<file path="src/sv/tar_size_field_decoder_assert.svh">
// Assertion macros for the tar size field decoder.
`ifndef TAR_SIZE_FIELD_DECODER_ASSERT_SVH
`define TAR_SIZE_FIELD_DECODER_ASSERT_SVH

// Same-cycle implication, disabled while in reset.
`define TSFD_ASSERT_NOW(label, ante, cons, msg) \
    label: assert property (@(posedge clk) disable iff (!rst_n) (ante) |-> (cons)) \
        else $error(msg);

// Next-cycle implication, disabled while in reset.
`define TSFD_ASSERT_NEXT(label, ante, cons, msg) \
    label: assert property (@(posedge clk) disable iff (!rst_n) (ante) |=> (cons)) \
        else $error(msg);

`endif

</file>
<file path="src/sv/tsfd_pkg.sv">
// Package: beat types, parse phases and register map of the tar size field decoder.
package tsfd_pkg;

    typedef struct packed {
        logic [7:0] field_byte;
        logic       last_byte;
    } byte_beat_t;

    typedef struct packed {
        logic [63:0] field_value;
        logic [23:0] record_bytes;
        logic        was_saturated;
    } result_beat_t;

    typedef struct packed {
        logic        valid;
        logic [63:0] value;
    } value_beat_t;

    typedef enum logic [2:0] {
        PH_FIRST  = 3'd0,
        PH_B256   = 3'd1,
        PH_SKIP   = 3'd2,
        PH_DIGITS = 3'd3,
        PH_DONE   = 3'd4
    } phase_t;

    localparam int unsigned PADDR_W     = 3;
    localparam logic        REG_ALIGN   = 1'b0;
    localparam logic [3:0]  ALIGN_RESET = 4'd9;

endpackage

</file>
<file path="src/sv/tsfd_regs.sv">
// Configuration register block: APB-style access to align_log2.
module tsfd_regs
    import tsfd_pkg::*;
(
    input  logic               clk,
    input  logic               rst_n,
    input  logic               psel,
    input  logic               penable,
    input  logic               pwrite,
    input  logic [PADDR_W-1:0] paddr,
    input  logic [31:0]        pwdata,
    output logic [31:0]        prdata,
    output logic               pready,
    output logic [3:0]         align_log2
);

    logic [3:0] align_reg;
    logic [3:0] align_next;
    logic       reg_index;

    assign reg_index = paddr[2];
    assign pready    = 1'b1;

    always_comb
    begin
        align_next = align_reg;
        if (psel && penable && pwrite && (reg_index == REG_ALIGN))
        begin
            align_next = pwdata[3:0];
        end
    end

    always_ff @(posedge clk or negedge rst_n)
    begin
        if (!rst_n)
        begin
            align_reg <= ALIGN_RESET;
        end
        else
        begin
            align_reg <= align_next;
        end
    end

    always_comb
    begin
        prdata = 32'd0;
        if (reg_index == REG_ALIGN)
        begin
            prdata = {28'd0, align_reg};
        end
    end

    assign align_log2 = align_reg;

endmodule

</file>
<file path="src/sv/tsfd_parse.sv">
// Field parser: phase and accumulator per byte, value beat on the last byte.
module tsfd_parse
    import tsfd_pkg::*;
(
    input  logic        clk,
    input  logic        rst_n,
    input  logic        byte_valid,
    output logic        byte_ready,
    input  byte_beat_t  byte_beat,
    output value_beat_t value_beat,
    input  logic        value_ready
);

    phase_t      phase_reg;
    phase_t      phase_next;
    logic [63:0] accum_reg;
    logic [63:0] accum_next;
    logic        val_valid_reg;
    logic        val_valid_next;
    logic [63:0] val_value_reg;
    logic [63:0] val_value_next;
    phase_t      phase_upd;
    logic [63:0] accum_upd;
    logic        accept;
    logic        is_octal;
    logic [7:0]  b;
    logic [63:0] accum_shift;

    assign b           = byte_beat.field_byte;
    assign byte_ready  = !val_valid_reg || value_ready;
    assign accept      = byte_valid && byte_ready;
    assign is_octal    = b inside {[8'h30:8'h37]};
    assign accum_shift = {accum_reg[60:0], b[2:0]};

    always_comb
    begin
        phase_upd = phase_reg;
        accum_upd = accum_reg;
        case (phase_reg)
            PH_FIRST:
            begin
                if (b[7])
                begin
                    accum_upd = {57'd0, b[6:0]};
                    phase_upd = PH_B256;
                end
                else if (is_octal)
                begin
                    accum_upd = accum_shift;
                    phase_upd = PH_DIGITS;
                end
                else if (b == 8'h00 || b == 8'h20)
                begin
                    phase_upd = PH_DONE;
                end
                else
                begin
                    phase_upd = PH_SKIP;
                end
            end
            PH_B256:
            begin
                accum_upd = {accum_reg[55:0], b};
            end
            PH_SKIP:
            begin
                if (is_octal)
                begin
                    accum_upd = accum_shift;
                    phase_upd = PH_DIGITS;
                end
                else if (b == 8'h00 || b == 8'h20)
                begin
                    phase_upd = PH_DONE;
                end
            end
            PH_DIGITS:
            begin
                if (is_octal)
                begin
                    accum_upd = accum_shift;
                end
                else
                begin
                    phase_upd = PH_DONE;
                end
            end
            default:
            begin
                phase_upd = phase_reg;
            end
        endcase
    end

    always_comb
    begin
        phase_next     = phase_reg;
        accum_next     = accum_reg;
        val_value_next = val_value_reg;
        val_valid_next = val_valid_reg && !value_ready;
        if (accept)
        begin
            if (byte_beat.last_byte)
            begin
                phase_next     = PH_FIRST;
                accum_next     = 64'd0;
                val_valid_next = 1'b1;
                val_value_next = accum_upd;
            end
            else
            begin
                phase_next = phase_upd;
                accum_next = accum_upd;
            end
        end
    end

    always_ff @(posedge clk or negedge rst_n)
    begin
        if (!rst_n)
        begin
            phase_reg     <= PH_FIRST;
            accum_reg     <= 64'd0;
            val_valid_reg <= 1'b0;
        end
        else
        begin
            phase_reg     <= phase_next;
            accum_reg     <= accum_next;
            val_valid_reg <= val_valid_next;
        end
    end

    always_ff @(posedge clk)
    begin
        val_value_reg <= val_value_next;
    end

    assign value_beat.valid = val_valid_reg;
    assign value_beat.value = val_value_reg;

endmodule

</file>
<file path="src/sv/tsfd_round.sv">
// Rounding stage: align up, saturate, result register.
module tsfd_round
    import tsfd_pkg::*;
#(
    parameter int unsigned SIZE_LIMIT_BITS = 24
)
(
    input  logic         clk,
    input  logic         rst_n,
    input  value_beat_t  value_beat,
    output logic         value_ready,
    input  logic [3:0]   align_log2,
    output logic         result_valid,
    input  logic         result_ready,
    output result_beat_t result_beat
);

    localparam logic [63:0] LIMIT_M1 = (64'd1 << SIZE_LIMIT_BITS) - 64'd1;

    logic         out_valid_reg;
    logic         out_valid_next;
    result_beat_t out_beat_reg;
    result_beat_t out_beat_next;
    logic [15:0]  mask;
    logic [15:0]  pad;
    logic [63:0]  size;
    logic         sat;

    assign value_ready = !out_valid_reg || result_ready;
    assign mask        = (16'd1 << align_log2) - 16'd1;
    assign pad         = (16'd0 - value_beat.value[15:0]) & mask;
    assign size        = value_beat.value + {48'd0, pad};
    assign sat         = |(size >> SIZE_LIMIT_BITS);

    always_comb
    begin
        out_valid_next = out_valid_reg && !result_ready;
        out_beat_next  = out_beat_reg;
        if (value_beat.valid && value_ready)
        begin
            out_valid_next              = 1'b1;
            out_beat_next.field_value   = value_beat.value;
            out_beat_next.record_bytes  = sat ? LIMIT_M1[23:0] : size[23:0];
            out_beat_next.was_saturated = sat;
        end
    end

    always_ff @(posedge clk or negedge rst_n)
    begin
        if (!rst_n)
        begin
            out_valid_reg <= 1'b0;
        end
        else
        begin
            out_valid_reg <= out_valid_next;
        end
    end

    always_ff @(posedge clk)
    begin
        out_beat_reg <= out_beat_next;
    end

    assign result_valid = out_valid_reg;
    assign result_beat  = out_beat_reg;

endmodule

</file>
<file path="src/sv/tar_size_field_decoder.sv">
// Top level of the tar size field decoder.
// The last accepted byte of a field loads the parser's value register; that beat then loads the result register.
// Throughput: one byte beat per cycle while byte_ready holds; it drops while the value stage is full and stalled.
// Result register and value stage decouple the byte and result channels.
// Reset: parse phase to first byte, accumulator to 0, beats dropped, align_log2 to 9.
module tar_size_field_decoder
    import tsfd_pkg::*;
#(
    parameter int unsigned SIZE_LIMIT_BITS = 24
)
(
    input  logic               clk,
    input  logic               rst_n,
    input  logic               byte_valid,
    output logic               byte_ready,
    input  byte_beat_t         byte_beat,
    output logic               result_valid,
    input  logic               result_ready,
    output result_beat_t       result_beat,
    input  logic               psel,
    input  logic               penable,
    input  logic               pwrite,
    input  logic [PADDR_W-1:0] paddr,
    input  logic [31:0]        pwdata,
    output logic [31:0]        prdata,
    output logic               pready
);

`include "tar_size_field_decoder_assert.svh"

    localparam logic [63:0] SAT_VALUE = (64'd1 << SIZE_LIMIT_BITS) - 64'd1;

    logic [3:0]  align_log2;
    value_beat_t value_beat;
    logic        value_ready;

    tsfd_regs u_regs (
        .clk        (clk),
        .rst_n      (rst_n),
        .psel       (psel),
        .penable    (penable),
        .pwrite     (pwrite),
        .paddr      (paddr),
        .pwdata     (pwdata),
        .prdata     (prdata),
        .pready     (pready),
        .align_log2 (align_log2)
    );

    tsfd_parse u_parse (
        .clk         (clk),
        .rst_n       (rst_n),
        .byte_valid  (byte_valid),
        .byte_ready  (byte_ready),
        .byte_beat   (byte_beat),
        .value_beat  (value_beat),
        .value_ready (value_ready)
    );

    tsfd_round #(
        .SIZE_LIMIT_BITS (SIZE_LIMIT_BITS)
    ) u_round (
        .clk          (clk),
        .rst_n        (rst_n),
        .value_beat   (value_beat),
        .value_ready  (value_ready),
        .align_log2   (align_log2),
        .result_valid (result_valid),
        .result_ready (result_ready),
        .result_beat  (result_beat)
    );

    `TSFD_ASSERT_NEXT(a_last_to_value, byte_valid && byte_ready && byte_beat.last_byte, value_beat.valid, "last byte did not load the value stage")
    `TSFD_ASSERT_NEXT(a_value_to_result, value_beat.valid && value_ready, result_valid, "value beat did not reach the result register")
    `TSFD_ASSERT_NOW(a_sat_value, result_valid && result_beat.was_saturated, result_beat.record_bytes == SAT_VALUE[23:0], "saturated size is not the limit")

endmodule
</file>
<file path="config.mk">
export PLATFORM = sky130hd
export DESIGN_NAME = tar_size_field_decoder
export DESIGN_NICKNAME = d
export VERILOG_FILES = /design/src/sv/tsfd_pkg.sv /design/src/sv/tsfd_regs.sv /design/src/sv/tsfd_parse.sv /design/src/sv/tsfd_round.sv /design/src/sv/tar_size_field_decoder.sv
export VERILOG_INCLUDE_DIRS = /design/src /design/src/sv
export SDC_FILE = /design/constraint.sdc
export NUM_CORES = 1
export LEC_CHECK = 0
export BUFFER_PORTS_ARGS = -buffer_cell sky130_fd_sc_hd__buf_2
export CORE_MARGIN = 8
export CORE_UTILIZATION = 55
export CTS_BUF_LIST = sky130_fd_sc_hd__clkbuf_2
export CTS_CLUSTER_DIAMETER = 100
export DETAILED_ROUTE_END_ITERATION = 8
export PLACE_DENSITY = 0.82
export SETUP_SLACK_MARGIN = 0.02
export SLEW_MARGIN = 0
export SYNTH_ARGS = -nofsm -noshare
export SYNTH_HDL_FRONTEND = slang
export SYNTH_SLANG_ARGS = --single-unit
</file>
<file path="constraint.sdc">
create_clock -name clk -period 13.24 [get_ports clk]
set_input_delay 2.648 -clock clk [delete_from_list [all_inputs] [get_ports clk]]
set_output_delay 2.648 -clock clk [all_outputs]
set_load 0.01 [all_outputs]
</file>
# After elaboration in Yosys (flattened, before gate mapping)
# Index checks and enable logic that the tools add are counted.
# word_totals
elab_cells	61
regBits	226
# op_classes
shift	1
n_addsub	3
bitwise_logic	2
n_lt_le_gt_ge	2
n_reduce_logical	22
n_mux	16
eq_ne	6
# op_table
cell	count
$mux 64	3
$pmux 64 s3	1
$add 64x16->64	1
$reduce_or 40->1	1
$mux 3	7
$and 16x16->16	1
$shl 1x4->16 const A	1
$sub 1x16->16 const A	1
$sub 16x1->16 const B	1
$pmux 3 s3	1
$eq 8x6->1 const B	1
$ge 8x6->1 const B	1
$le 8x6->1 const B	1
$logic_and 1x1->1	8
$logic_not 8->1	1
$eq 3x2->1 const B	2
$logic_not 1->1	4
$mux 4	1
$ne 4x2->1 const B	1
$reduce_and 4->1	1
$reduce_bool 4->1	1
$eq 3x1->1 const B	1
$logic_not 3->1	1
$logic_or 1x1->1	3
other kinds (5)	7

# Depth between registers and ports, before layout
# logic_depth
ltp_word	7
mapped_depth	24
ltp_nobuf	19

# By module
# From an unflattened synthesis, not the netlist that was laid out.
# hier_totals
hier_cells	1167
area_unflattened_um2	12420.7
# modules_own_cells
module	cells_per_inst	seq_area_each_um2	instances	area_each_um2
tsfd_parse	550	3623.5	1	6178.4
tsfd_round	573	2697.6	1	5810.6
tsfd_regs	44	102.6	1	431.7

# Least setup slack after synthesis
# Ideal clock, no wire load.
# synth_timing
path_type	input-to-output
startpoint	input port result_ready
endpoint	output port byte_ready
cell_stages	1
path_buffers	0
required_time_ps	10592
setup_slack_ps	7720
arrival_time_ps	2872
cell_sequence	nand3b_1
# synth_via
elab_chain_len	2
# synth_rtl
element	line_no	rtl
start, declared	tar_size_field_decoder.sv:18	input logic result_ready,
$logic_or 1x1->1	tsfd_round.sv:29	assign value_ready = !out_valid_reg || result_ready;
$logic_or 1x1->1	tsfd_parse.sv:30	assign byte_ready = !val_valid_reg || value_ready;
end, declared	tar_size_field_decoder.sv:15	output logic byte_ready,
# Every way passes these cells.

# Worst setup path in the final report
# layout_timing
startpoint	register u_regs.align_reg[2] (netlist: u_regs.align_log2[2])
endpoint	register u_round.out_beat_reg (netlist bit u_round.result_beat[1]), data pin
# layout_via
elab_chain_len	5
# layout_rtl
element	line_no	rtl
start, declared	tsfd_regs.sv:17	logic [3:0] align_reg;
start signal, assigned	tsfd_regs.sv:41	align_reg <= align_next;
$shl 1x4->16 *	tsfd_round.sv:30	assign mask = (16'd1 << align_log2) - 16'd1;
$sub 16x1->16 *	tsfd_round.sv:30	
$and 16x16->16 *	tsfd_round.sv:31	assign pad = (16'd0 - value_beat.value[15:0]) & mask;
$add 64x16->64 *	tsfd_round.sv:32	assign size = value_beat.value + {48'd0, pad};
$reduce_or 40->1	tsfd_round.sv:33	assign sat = |(size >> SIZE_LIMIT_BITS);
end signal, assigned	tsfd_round.sv:62	out_beat_reg <= out_beat_next;
end, declared	tsfd_round.sv:22	result_beat_t out_beat_reg;
# Mark *: on every way between the ends. The rest lies on a longest branch, timed or not.
# A chain may end at the register's enable or synchronous reset.

==> flow_metrics.tcl <==
set metrics [dict create \
    core_area_sq_mm 0.0211 \
    die_area_sq_mm 0.0265 \
    drive_above_1_share_pct 18.7 \
    synth_area_per_cell_sq_um 10.5 \
    startpoint_type "flop" \
    synth_top_area_share_pct 38.7 \
    gp_congestion 0.960 \
    drt_wl_total_mm 31.7 \
    maxCapViolCount 0 \
    ys_top_cells_by_count "153 x edfxtp_1, 142 x nand2_1, 101 x o21ai_0" \
    fin_worst_skew_ns 0.0945 \
    cts_buffers 52 \
    setup_violations 0 \
    hold_buffers 0 \
    rsz0062_at_grt "false" \
    p_sw_uw 609 \
    p_int_mw 1.12 \
    violations "DRC" \
    dp_hpwl_mm 22.7 \
    ant_nets 0 \
    postCtsSetupRepairBufs 0 \
    grt_first_pass_wirelength_mm 50.1 \
    wl_per_cell_um 20.1 \
    power_frac_comb_pct 23.9 \
    nNetsFinal 1322 \
    portBuffers 115 \
    cts_sinks 226 \
    clk_latency_ns 0.85 \
    route.detailed.drc 9 \
    fmax_mhz 152 \
    antenna_found_initial 1 \
    crit_fanout 25 \
    ir_drop_v 0.000145 \
    required_ns 13.74 \
    overflow 0 \
    io_pins 175 \
    relSlewSlack_pct 31.7 \
    largest_register_ffs 89 \
    die_w_um 163 \
    powerDensity_mw_per_mm2 133 \
    vias 9791 \
    die_y_um 163 \
    ys_seq_area_share_pct 54.1 \
    pwr-share-clk_pct 25.8 \
    synthFlopType "edfxtp_1" \
    status "finished with violations" \
    hp-class "flop to flop" \
    p_leak_nw 5.25 \
    critical_path.endpoint_type "flop" \
    cts_resized 0 \
    netlist_top_cells_area "edfxtp_1 39%, dfrtp_1 15%, a222oi_1 5.1%" \
    utilization_pct 61.8 \
    tritoncts "yes" \
    grt_max_degree 74 \
    hold_viol 0 \
    synth-edff-count 153 \
    dr.pass1.iters 9 \
    synthArstFlopShare_pct 32.3 \
    finalCritPeriodShare_pct 49.6 \
    tightest_slew_ns 0.998 \
    switching_share_pct 35.2 \
    num_rows 53 \
    nFillCells 1717 \
    yosysMostFrequentCell "edfxtp_1" \
    first_global_vias 9444 \
    setup_tns_ns 0 \
    drt_iter0_markers 1609 \
    cts_buffer_depth 3 \
    synth_warnings 0 \
    synth_cell_type_count 79 \
    cts_root_buf "clkbuf_2" \
    timing_worst_setup_path_type "flop to flop" \
    synth_top_area_cell "edfxtp_1" \
    arrival_ns 7.07 \
    syn_to_final_growth_pct 9.76 \
    drv_slew 0 \
    syn_inst 1132 \
    syn_area_sq_mm 0.0119 \
    fin_crit_ns 6.57 \
    htreeDepth 2 \
    power_frac_seq_pct 50.3 \
    start_util_pct 56.3 \
    vias_per_cell 6.22 \
    synth_seq_cells 226 \
    path_clk_slew_ns 0.10 \
    track_usage_pct 23.4 \
]
## kinds of logic after synthesis
| kind of cell | count (synthesis) | share of synthesized area (%) |
|---|---|---|
| adder cells (fa/ha/maj) | 16 | 1.69 |
| buffers and inverters | 160 | 6.17 |
| flip-flops | 226 | 54.1 |
| AND/OR/NAND/NOR | 397 | 16.8 |
| XOR/XNOR | 42 | 3.10 |
| other | 2 | 0.0633 |
| AO/OA/AOI/OAI | 268 | 16.2 |
| multiplexers | 21 | 1.91 |
## layout make-up
type | count | area (sq um) | area share, %
multi-input cells | 774 | 4840 | 37.2
clock buffers | 77 | 385 | 2.96
well taps | 275 | 344 | 2.64
diodes | 1 | 2.50 | 0.0192
repair buffers | 122 | 628 | 4.82
flip-flops and latches | 226 | 6420 | 49.3
inverters | 79 | 297 | 2.28
clock inverters | 19 | 109 | 0.835
## through the flow
step           setup slack (ns)  hold slack (ns)  power (mW)  area [sq um]  std cells
2_1_floorplan              7.72            0.424        1.17         12000       1160
3_3_place_gp               6.79            0.454        1.28         12500       1476
3_5_place_dp               6.74            0.471        1.29         12500       1476
4_1_cts                    6.69            0.496        1.73         13000       1572
5_1_grt                    6.11            0.499        1.83         13000       1573
6_report                   6.67            0.500        1.73         13000       1573
## critical path: stages (launching register included)
cell and delay [ns]:
dfrtp_1 0.62, nor4_4 0.42, inv_1 0.12, ha_1 0.38
nor2_1 0.28, a22oi_1 0.13, o22a_1 0.23, nor2_1 0.11
ha_1 0.32, a21oi_1 0.31, o21ai_0 0.26, a21oi_1 0.44
o32ai_1 0.15, a41oi_1 0.35, mux2_2 0.38, nor4_1 0.48
o2111ai_1 0.28, nor3_4 0.77, o21ai_0 0.20
## layer usage
layer | vias to the layer above | routed length [um] | global-route usage [%]
li1 | 4509 | - | -
met1 | 4638 | 13000 | 31.4
met2 | 562 | 14700 | 36.9
met3 | 82 | 3070 | 4.65
met4 | 0 | 834 | 8.80
met5 | - | 0 | 0
## final timing paths
path                                          endpoint  slack, ns  cells past startpoint                   from
worst min register to register   u_parse.accum_reg[62]       0.50                      2  u_parse.accum_reg[62]
worst min-delay path             u_parse.accum_reg[62]       0.50                      2  u_parse.accum_reg[62]
min in group asynchronous        u_parse.val_valid_reg       2.03                      2                  rst_n
max in group asynchronous        u_parse.accum_reg[23]      10.59                      2                  rst_n
worst max register to register  u_round.result_beat[1]       6.67                     18   u_regs.align_log2[2]
worst max-delay path            u_round.result_beat[1]       6.67                     18   u_regs.align_log2[2]
## power by group through the flow
stage,clock network (mW),logic (mW),registers (mW)
6_report,0.447,0.413,0.871
5_1_grt,0.494,0.453,0.878
4_1_cts,0.459,0.406,0.870
3_5_place_dp,0,0.404,0.885
3_3_place_gp,0,0.398,0.882
2_1_floorplan,0,0.313,0.862
## layout by cell type (no fill, tap or decap), types with 7 or more instances in the layout
cell type / n
nand2b_1: 9
nand2_1: 140
edfxtp_1: 153
nor3_1: 34
buf_2: 115
mux2i_1: 8
nand4_1: 32
xor2_1: 20
inv_1: 77
conb_1: 30
buf_4: 7
clkbuf_2: 77
o21ai_0: 101
a222oi_1: 61
or3_1: 9
and4_1: 8
mux2_2: 13
nor2_1: 54
dfrtp_1: 71
nor4_1: 14
xnor2_1: 22
a31oi_1: 7
and2_1: 12
ha_1: 16
nor2b_1: 10
nand3_1: 38
a21oi_1: 32
clkinv_1: 15
and3_1: 8
Note: power is estimated with default switching activity, not from simulation.
